==> src/rtl/tks_pkg.sv <==
package tks_pkg;

  // Default sizes, handed to the top level parameters
  localparam int unsigned ENTRIES_DEF  = 1024;
  localparam int unsigned KEEP_MAX_DEF = 64;

  // Fixed field widths
  localparam int unsigned SCORE_W = 32;
  localparam int unsigned ID_W    = 22;
  localparam int unsigned RANK_W  = 6;
  localparam int unsigned KEEP_W  = 7;

  localparam logic [KEEP_W-1:0] KEEP_RST = 7'd8;

  // Depth of the queue between front and back
  localparam int unsigned Q_DEPTH = 2;

  // One classified item as it travels from front to back
  typedef struct packed {
    logic [SCORE_W-1:0] score;
    logic [ID_W-1:0]    id;
    logic               last;  // closes the set
    logic               drop;  // store was full, do not write
    logic               ovf;   // some item of this set was dropped so far
  } cmd_t;

  // Selection engine states
  typedef enum logic [1:0] {
    ST_LOAD,
    ST_SCAN,
    ST_SWAP1,
    ST_SWAP2
  } state_e;

endpackage

==> src/rtl/tks_fifo.sv <==
module tks_fifo (
  input  logic          clk_i,
  input  logic          rst_ni,
  input  logic          push_valid_i,
  output logic          push_ready_o,
  input  tks_pkg::cmd_t push_data_i,
  output logic          pop_valid_o,
  input  logic          pop_ready_i,
  output tks_pkg::cmd_t pop_data_o
);

  localparam int unsigned PW = (tks_pkg::Q_DEPTH > 1) ? $clog2(tks_pkg::Q_DEPTH) : 1;
  localparam int unsigned NW = $clog2(tks_pkg::Q_DEPTH + 1);

  tks_pkg::cmd_t mem_q [tks_pkg::Q_DEPTH];
  logic [PW-1:0] wr_ptr_q, rd_ptr_q;
  logic [NW-1:0] fill_q;
  logic          push, pop;

  assign push_ready_o = (fill_q != NW'(tks_pkg::Q_DEPTH));
  assign pop_valid_o  = (fill_q != '0);
  assign push         = push_valid_i && push_ready_o;
  assign pop          = pop_valid_o && pop_ready_i;
  assign pop_data_o   = mem_q[rd_ptr_q];

  // Pointers and fill level
  always_ff @(posedge clk_i or negedge rst_ni) begin
    if (!rst_ni) begin
      wr_ptr_q <= '0;
      rd_ptr_q <= '0;
      fill_q   <= '0;
    end else begin
      if (push) begin
        wr_ptr_q <= (wr_ptr_q == PW'(tks_pkg::Q_DEPTH - 1)) ? '0 : wr_ptr_q + PW'(1);
      end
      if (pop) begin
        rd_ptr_q <= (rd_ptr_q == PW'(tks_pkg::Q_DEPTH - 1)) ? '0 : rd_ptr_q + PW'(1);
      end
      if (push && !pop) begin
        fill_q <= fill_q + NW'(1);
      end else if (pop && !push) begin
        fill_q <= fill_q - NW'(1);
      end
    end
  end

  // Entry storage
  always_ff @(posedge clk_i) begin
    if (push) begin
      mem_q[wr_ptr_q] <= push_data_i;
    end
  end

endmodule

==> config.mk <==
export PLATFORM = sky130hd
export DESIGN_NAME = tks_fifo
export DESIGN_NICKNAME = d
export VERILOG_FILES = /design/src/rtl/tks_pkg.sv /design/src/rtl/tks_fifo.sv
export SDC_FILE = /design/constraint.sdc
export NUM_CORES = 1
export LEC_CHECK = 0
export BUFFER_PORTS_ARGS = -buffer_cell sky130_fd_sc_hd__buf_2
export CELL_PAD_IN_SITES_DETAIL_PLACEMENT = 1
export CELL_PAD_IN_SITES_GLOBAL_PLACEMENT = 1
export CORE_MARGIN = 1
export CORE_UTILIZATION = 46
export CTS_BUF_LIST = sky130_fd_sc_hd__clkbuf_2 sky130_fd_sc_hd__clkbuf_4 sky130_fd_sc_hd__clkbuf_8
export DETAILED_ROUTE_END_ITERATION = 6
export HOLD_SLACK_MARGIN = 0.06
export PLACE_DENSITY_LB_ADDON = 0.08
export REMOVE_ABC_BUFFERS = 1
export SYNTH_ARGS = -nofsm -noshare
export SYNTH_HDL_FRONTEND = slang
export SYNTH_SLANG_ARGS = --single-unit
==> constraint.sdc <==
create_clock -name clk_i -period 3.75 [get_ports clk_i]
set_input_delay 0.5625 -clock clk_i [delete_from_list [all_inputs] [get_ports clk_i]]
set_output_delay 0.5625 -clock clk_i [all_outputs]
set_load 0.1 [all_outputs]
==> flow_summary.json <==
{
  "core_area_um2": 9240,
  "fin_tns_setup_ps": 0,
  "synth_area_um2": 4380,
  "hold_class": "in2reg",
  "end_kind": "output port",
  "yosysMostFrequentCell": "edfxtp_1",
  "grt_pass1_wl_um": 12000,
  "critPathMaxStageDelay_ps": 580,
  "worstPathArrival_ps": 2030,
  "crit_slowest_cell": "dfrtp_2",
  "whs_ps": 337,
  "layout-drive-gt1-share_pct": 62.5,
  "initialDrtViolationCount": 95,
  "setup_viol_count_final": 0,
  "grt.total_usage_pct": 17.1,
  "criticalPathCategory": "reg2out",
  "first_global_vias": 2463,
  "rsz0062_at_grt": "false",
  "n_fill_cell": 862,
  "dp_hpwl_um": 5100,
  "grt_overflow": 0,
  "fp.dieW_um": 99.6,
  "cts.sinks": 118,
  "status": "completed",
  "synth_commonest_cells": "edfxtp_1 (114), mux2_2 (37), mux2_4 (20)",
  "dpl_worst_slack_ps": 1560,
  "grt_start_max_net_pins": 46,
  "layout_setup_ws_ps": 1150,
  "n_antenna_cell": 0,
  "avgRoutedWirePerCell_um": 16.8,
  "io_buffers": 119,
  "ant_nets": 0,
  "fin_nets": 393,
  "synth_top_cell_by_area": "edfxtp_1",
  "gp_congestion": 0.658,
  "yosysWarnings": 0,
  "syn_inst": 195,
  "rows": 35,
  "antenna_found_initial": 0,
  "synth_edf_count": 114,
  "fin_cells": 473,
  "vias": 2234,
  "fin_skew_ps": 8.93,
  "start_kind": "register",
  "path_clk_slew_ps": 70,
  "max_freq_mhz": 385,
  "slew_headroom_pct": 57.5,
  "period_share_pct": 69.2,
  "slew_violations": 0,
  "drc": 0,
  "drv_cap": 0,
  "synth.area.top_cells": "edfxtp_1 (78%), mux2_2 (9.5%), mux2_4 (6.9%), dfrtp_1 (2.3%), buf_6 (0.77%)",
  "top_level_ports": 120,
  "path_max_fanout": 45,
  "cts_tree": "yes",
  "ys_seq_area_share_pct": 80.4,
  "async_flop_share_pct": 3.39,
  "dieArea_um2": 9920,
  "synth_seq_cells": 118,
  "cts_buffers": 17,
  "cts_buffer_depth": 2,
  "synth-main-ff-cell": "edfxtp_1",
  "postRouteWirelength_um": 7960,
  "initial_core_util_pct": 47.4,
  "insertion_delay_ps": 410,
  "path_cells": "buf_12 > mux2_2 > buf_2",
  "cts.htree.levels": 4,
  "cts.repair.resized": 0,
  "synth_top_cell_area_share_pct": 78.1,
  "area_delta_synth_final_pct": 26.1,
  "tightest_slew_ps": 638,
  "layout_min_cycle_time_ps": 2600,
  "cts_root_buf": "clkbuf_8",
  "placed_cells": 440,
  "die_y_um": 99.6,
  "required_ps": 3190,
  "synth_cell_types": 15,
  "vias_per_cell": 4.72,
  "dr.pass1.iters": 4,
  "finalHoldViolations": 0,
  "avgSynthCellArea_um2": 22.5
}
repair_timing:
item	in CTS	in global routing
setup buffers	0	0
hold buffers	1	0
hold endpoints to repair	4	0
worst paths after layout:
kind                                        from                     end  slack [ps]  cells after the start
setup / recovery            rd_ptr_q$_DFFE_PN0P_          pop_data_o[30]        1150                      3
hold / removal                   push_data_i[34]  mem_q[0][34]$_DFFE_PP_         340                      1
max in group asynchronous                 rst_ni    rd_ptr_q$_DFFE_PN0P_        3130                      2
hold reg to reg            fill_q[1]$_DFFE_PN0P_   fill_q[1]$_DFFE_PN0P_         480                      1
min in group asynchronous                 rst_ni   fill_q[1]$_DFFE_PN0P_         480                      2
setup reg to reg           fill_q[0]$_DFFE_PN0P_  mem_q[0][19]$_DFFE_PP_        1670                      4
state kept, by name (all words and copies together), names as in the netlist:
register and flops:
wr_ptr_q 1, mem_q 114, rd_ptr_q 1, fill_q 2
critical path, delay by kind of cell, from the launching register on:
family / cells / cell delay, ps
buffers and inverters: 2 / 630
flip-flops: 1 / 580
multiplexers: 1 / 390
cell type report:
class | instances | area, µm² | area share [%]
Clock buffer | 19 | 249 | 4.50
Clock inverter | 13 | 134 | 2.42
Inverter | 1 | 3.75 | 0.0679
Multi-Input combinational cell | 70 | 816 | 14.8
Sequential cell | 118 | 3520 | 63.7
Tap cell | 129 | 161 | 2.92
Timing Repair Buffer | 123 | 641 | 11.6
placed cells by master, fill, tap and decap left out, types with 2 or more instances in the layout:
cell type   instances
mux2_2             37
dfrtp_1             3
clkinvlp_4          3
xor2_1              2
buf_4               2
clkbuf_8           17
buf_2             119
mux2_4             20
bufinv_16           2
nand2_1             2
clkinv_2            5
clkinv_4            3
edfxtp_1          114
clkbuf_4            2
xnor2_1             3
per-stage QoR:
stage,utilization (%),instance area [µm²]
floorplan,-,4330
global placement,55.6,5140
detailed placement,55.6,5140
CTS,59.8,5530
global route,59.8,5530
finish,59.8,5530
cell families after synthesis:
group / Yosys count / synth area share, %
muxes: 57 / 16.4
xor gates and xnor gates: 5 / 0.999
buffers and inverters: 7 / 1.20
DFF: 118 / 80.4
adders and majority gates: 1 / 0.285
and+or+nand+nor: 7 / 0.771
metal layers:
layer | routed length, µm | vias up | global-route usage, %
met5 | 0 | - | 0
met4 | 52 | 0 | 6.11
met3 | 582 | 6 | 8.50
met2 | 4370 | 78 | 31.0
met1 | 2950 | 1108 | 16.6
li1 | - | 1042 | -
Power is not shown: default switching activity piles up to over one toggle a cycle in this logic, so the estimate is an artifact.
