### src/rtl/tks_pkg.sv
package tks_pkg;

  // Default sizes, handed to the top level parameters
  localparam int unsigned ENTRIES_DEF  = 1024;
  localparam int unsigned KEEP_MAX_DEF = 64;

  // Fixed field widths
  localparam int unsigned SCORE_W = 32;
  localparam int unsigned ID_W    = 22;
  localparam int unsigned RANK_W  = 6;
  localparam int unsigned KEEP_W  = 7;

  localparam logic [KEEP_W-1:0] KEEP_RST = 7'd8;

  // Depth of the queue between front and back
  localparam int unsigned Q_DEPTH = 2;

  // One classified item as it travels from front to back
  typedef struct packed {
    logic [SCORE_W-1:0] score;
    logic [ID_W-1:0]    id;
    logic               last;  // closes the set
    logic               drop;  // store was full, do not write
    logic               ovf;   // some item of this set was dropped so far
  } cmd_t;

  // Selection engine states
  typedef enum logic [1:0] {
    ST_LOAD,
    ST_SCAN,
    ST_SWAP1,
    ST_SWAP2
  } state_e;

endpackage

### src/rtl/tks_front.sv
module tks_front #(
  parameter int unsigned ENTRIES = tks_pkg::ENTRIES_DEF
) (
  input  logic                        clk_i,
  input  logic                        rst_ni,
  input  logic                        in_valid_i,
  output logic                        in_ready_o,
  input  logic [tks_pkg::SCORE_W-1:0] score_i,
  input  logic [tks_pkg::ID_W-1:0]    entry_id_i,
  input  logic                        is_last_i,
  output logic                        cmd_valid_o,
  input  logic                        cmd_ready_i,
  output tks_pkg::cmd_t               cmd_o
);

  localparam int unsigned CW = $clog2(ENTRIES + 1);

  logic [CW-1:0] count_q, count_d;
  logic          ovf_q, ovf_d;
  logic          xfer;
  logic          drop;

  assign in_ready_o  = cmd_ready_i;
  assign cmd_valid_o = in_valid_i;
  assign xfer        = in_valid_i && cmd_ready_i;

  // Classify: an item that finds the store full is dropped
  assign drop = (count_q == CW'(ENTRIES));

  always_comb begin
    cmd_o.score = score_i;
    cmd_o.id    = entry_id_i;
    cmd_o.last  = is_last_i;
    cmd_o.drop  = drop;
    cmd_o.ovf   = ovf_q | drop;
  end

  // Occupancy tracking, restarted after the last item of a set
  always_comb begin
    count_d = count_q;
    ovf_d   = ovf_q;
    if (xfer) begin
      if (is_last_i) begin
        count_d = '0;
        ovf_d   = 1'b0;
      end else begin
        count_d = drop ? count_q : count_q + CW'(1);
        ovf_d   = ovf_q | drop;
      end
    end
  end

  always_ff @(posedge clk_i or negedge rst_ni) begin
    if (!rst_ni) begin
      count_q <= '0;
      ovf_q   <= 1'b0;
    end else begin
      count_q <= count_d;
      ovf_q   <= ovf_d;
    end
  end

endmodule

### config.mk
export PLATFORM = sky130hd
export DESIGN_NAME = tks_front
export DESIGN_NICKNAME = d
export VERILOG_FILES = /design/src/rtl/tks_pkg.sv /design/src/rtl/tks_front.sv
export SDC_FILE = /design/constraint.sdc
export NUM_CORES = 1
export LEC_CHECK = 0
export BUFFER_PORTS_ARGS = -buffer_cell sky130_fd_sc_hd__buf_2
export CORE_ASPECT_RATIO = 0.5
export CORE_MARGIN = 4
export CORE_UTILIZATION = 29
export DETAILED_ROUTE_END_ITERATION = 10
export MAX_ROUTING_LAYER = met4
export PLACE_DENSITY_LB_ADDON = 0.1
export SYNTH_ARGS = -nofsm -noshare
export SYNTH_HDL_FRONTEND = slang
export SYNTH_SLANG_ARGS = --single-unit
export TNS_END_PERCENT = 1
### constraint.sdc
create_clock -name clk_i -period 2.7 [get_ports clk_i]
set_input_delay 0.54 -clock clk_i [delete_from_list [all_inputs] [get_ports clk_i]]
set_output_delay 0.54 -clock clk_i [all_outputs]
set_load 0.005 [all_outputs]
==> impl_metrics.toml <==
[status]
run_status = "finished, final reports clean"

[logic_synthesis]
synth_flop_cell = "sky130_fd_sc_hd__dfrtp_1"
synth_async_sr_flop_share = 1.00
yosys-top-cells-count = "58 x sky130_fd_sc_hd__buf_4, 12 x sky130_fd_sc_hd__dfrtp_1, 11 x sky130_fd_sc_hd__nand2_1, 5 x sky130_fd_sc_hd__nand3_1, 5 x sky130_fd_sc_hd__nand4_1"
synth-edff-count = 0
synth.largest_area_cell = "sky130_fd_sc_hd__buf_4"
syn-num-nets = 207
ys_seq_elements = 12
syn_inst = 146
yosys.area.top_type_share = 0.353
ys_types = 37
post_synth_instance_area_um2 = 1230
yosys.cell_count.top_type = "sky130_fd_sc_hd__buf_4"
ys_warn_count = 0
post_synth_main_area_contributors = "sky130_fd_sc_hd__buf_4 35%, sky130_fd_sc_hd__dfrtp_1 24%, sky130_fd_sc_hd__nand2_1 3.4%, sky130_fd_sc_hd__nand4_1 2.5%, sky130_fd_sc_hd__o311ai_0 2.1%"
syn_area_per_cell_um2 = 8.44
synth.yosys.seq_area_share = 0.244

[floorplanning]
initial_utilization = 0.308
chip_width_um = 100
die_h_um = 54.1
boundaryPins = 118
dieArea_um2 = 5420
core.rowCount = 16
design.core.area_um2 = 4000

[global_routing]
grt_start_max_net_pins = 17
grt_use_total = 0.117
antenna_found_initial = 0
grt_residual_overflow = 0
via_count_of_the_first_global_routing_pass = 730
grt_first_pass_wirelength_um = 4550

[detailed_routing]
vias_per_cell = 5.26
first_pass_iters = 4
drt_drc_violations_left = 0
vias = 789
totalWireLength_um = 3130
routed_wire_length_per_instance_um = 20.9
drtIter0Drc = 37
detail-route-antenna-nets = 0

[finish]
finish.instance_area_um2 = 942
finish.cell_count_without_fillers = 150
drive_above_1_share = 0.188
number_of_antenna_diodes = 0
layout.filler_cells = 439
multi_input_area_um2 = 463
area.growth.synth_to_final_pct = -23.6
final_net_count = 158
seqCellArea_um2 = 300

[timing]
fin_worst_skew_ns = 0.00105
final-setup-viol-count = 0
slew_headroom = 0.711
final_period_minus_worst_setup_slack_ns = 2.26
setup_tns_ns = 0
period_share = 0.836
tightest_slew_ns = 0.432
grt_setup_unrepaired = "no"
timing_max_transition_violations_final = 0
clock.fmax_mhz = 443
final_report_hold_violation_count = 0
post-route-worst-setup-slack_ns = 0.444

[clock_network]
clk_pin_slew_worst_paths_ns = 0.06
root_buffer = "sky130_fd_sc_hd__clkbuf_8"
cts_setup_buffers = 0
clock_sink_count = 12
post_cts_resized = 0
cts_tree = "yes"
numCtsBuffers = 3
buffer_depth_of_the_longest_clock_path = 2
post_cts_hold_buffers = 0
ctsHtreeMaxLevel = 1
clock_latency_ns = 0.25

[power_and_ir_drop]
total_power_w = 0.000568
pwr_density_cell_nw_per_um2 = 602
vdd_drop_max_v = 0.000118
p_leak_nw = 0.387

[critical_path]
crit_arrival_ns = 1.72
critPathMaxFanout = 5
critical_path_required_ns = 2.16
worst_setup_path_startpoint = "count_q[0]"
r2r-start = "count_q[0]"
startpoint_type = "register"
cp-end-kind = "output port"
timing.setup.critical_path_class = "register to output port"

[hold_path]
min-delay-path-class = "input pin to asynchronous set/reset pin"

[flow_run]
timing.max_cap.violations = 0

[place]
placedInstanceArea_um2 = 887
placement.io_buffers = 9
dpl_worst_slack_ns = 0.730
gp_congestion = 0.759
dp.cells = 146
detailedPlacementHpwl_um = 2460
## routing by layer
metal / GRT usage / part of all wire / vias up
met3: 0.0750 / 0.15 / 6
li1: - / - / 354
met1: 0.129 / 0.40 / 366
met5: - / 0 / -
met2: 0.174 / 0.44 / 63
met4: 0.0380 / 0.0054 / 0
## cells in the final DEF, fill, tap and decap left out, types with 4 or more instances in the layout
master	Yosys	routed
sky130_fd_sc_hd__buf_2	2	9
sky130_fd_sc_hd__clkbuf_8	0	4
sky130_fd_sc_hd__dfrtp_1	12	12
sky130_fd_sc_hd__nand2_1	11	11
sky130_fd_sc_hd__nand3_1	5	5
sky130_fd_sc_hd__nand4_1	5	5
sky130_fd_sc_hd__nor2_1	4	4
## cell type report
type	count	area share
multi-input combinational	68	0.491
sequential	12	0.319
inverter	3	0.0120
tap	54	0.0717
clock buffer	4	0.0584
timing repair buffer	9	0.0478
## metrics by stage
step	hold WS, ns	utilization
final	0.178	0.235
after CTS	0.188	0.235
after global placement	0.457	0.222
after detailed placement	0.460	0.222
after global routing	0.196	0.235
after floorplan	0.244	-
## power breakdown
| part | total (W) | internal (W) | switching, W | leakage, nW |
|---|---|---|---|---|
| registers | 0.000257 | 0.000207 | 0.0000500 | 0.145 |
| clock network | 0.000208 | 0.000129 | 0.0000784 | 0.0288 |
| logic | 0.000103 | 0.0000471 | 0.0000560 | 0.212 |
| total | 0.000568 | 0.000383 | 0.000184 | 0.387 |
## cell families (layout without fill, tap and decap cells)
| kind of cell | count (synthesis) | count (layout) | synth area share |
|---|---|---|---|
| AO/OA/AOI/OAI | 18 | 18 | 0.114 |
| buffers and inverters | 66 | 16 | 0.381 |
| multiplexers | 2 | 2 | 0.0162 |
| flip-flops | 12 | 12 | 0.244 |
| AND/OR/NAND/NOR | 46 | 46 | 0.225 |
| adder cells (fa/ha/maj) | 2 | 2 | 0.0203 |
## path summary, 6_finish.rpt
check	to	slack, ns	depth (start not counted)
setup / recovery	cmd_o[0]	0.44	6
hold / removal	count_q[6]	0.18	1
setup reg to reg	count_q[10]	1.15	4
hold reg to reg	ovf_q	0.57	2
max in group asynchronous	count_q[1]	2.28	1
min in group clk_i	ovf_q	0.57	2
## critical path: stages, from the launching register on
cell,delay (ns)
sky130_fd_sc_hd__dfrtp_1,0.40
sky130_fd_sc_hd__inv_1,0.09
sky130_fd_sc_hd__ha_1,0.21
sky130_fd_sc_hd__and4bb_4,0.20
sky130_fd_sc_hd__and3_1,0.22
sky130_fd_sc_hd__or2_1,0.22
sky130_fd_sc_hd__buf_2,0.13
## state kept, by name, indices dropped and copies added, names as in the netlist
signal,cells
ovf_q,1
count_q,11
(Power assumes the default switching activity.)
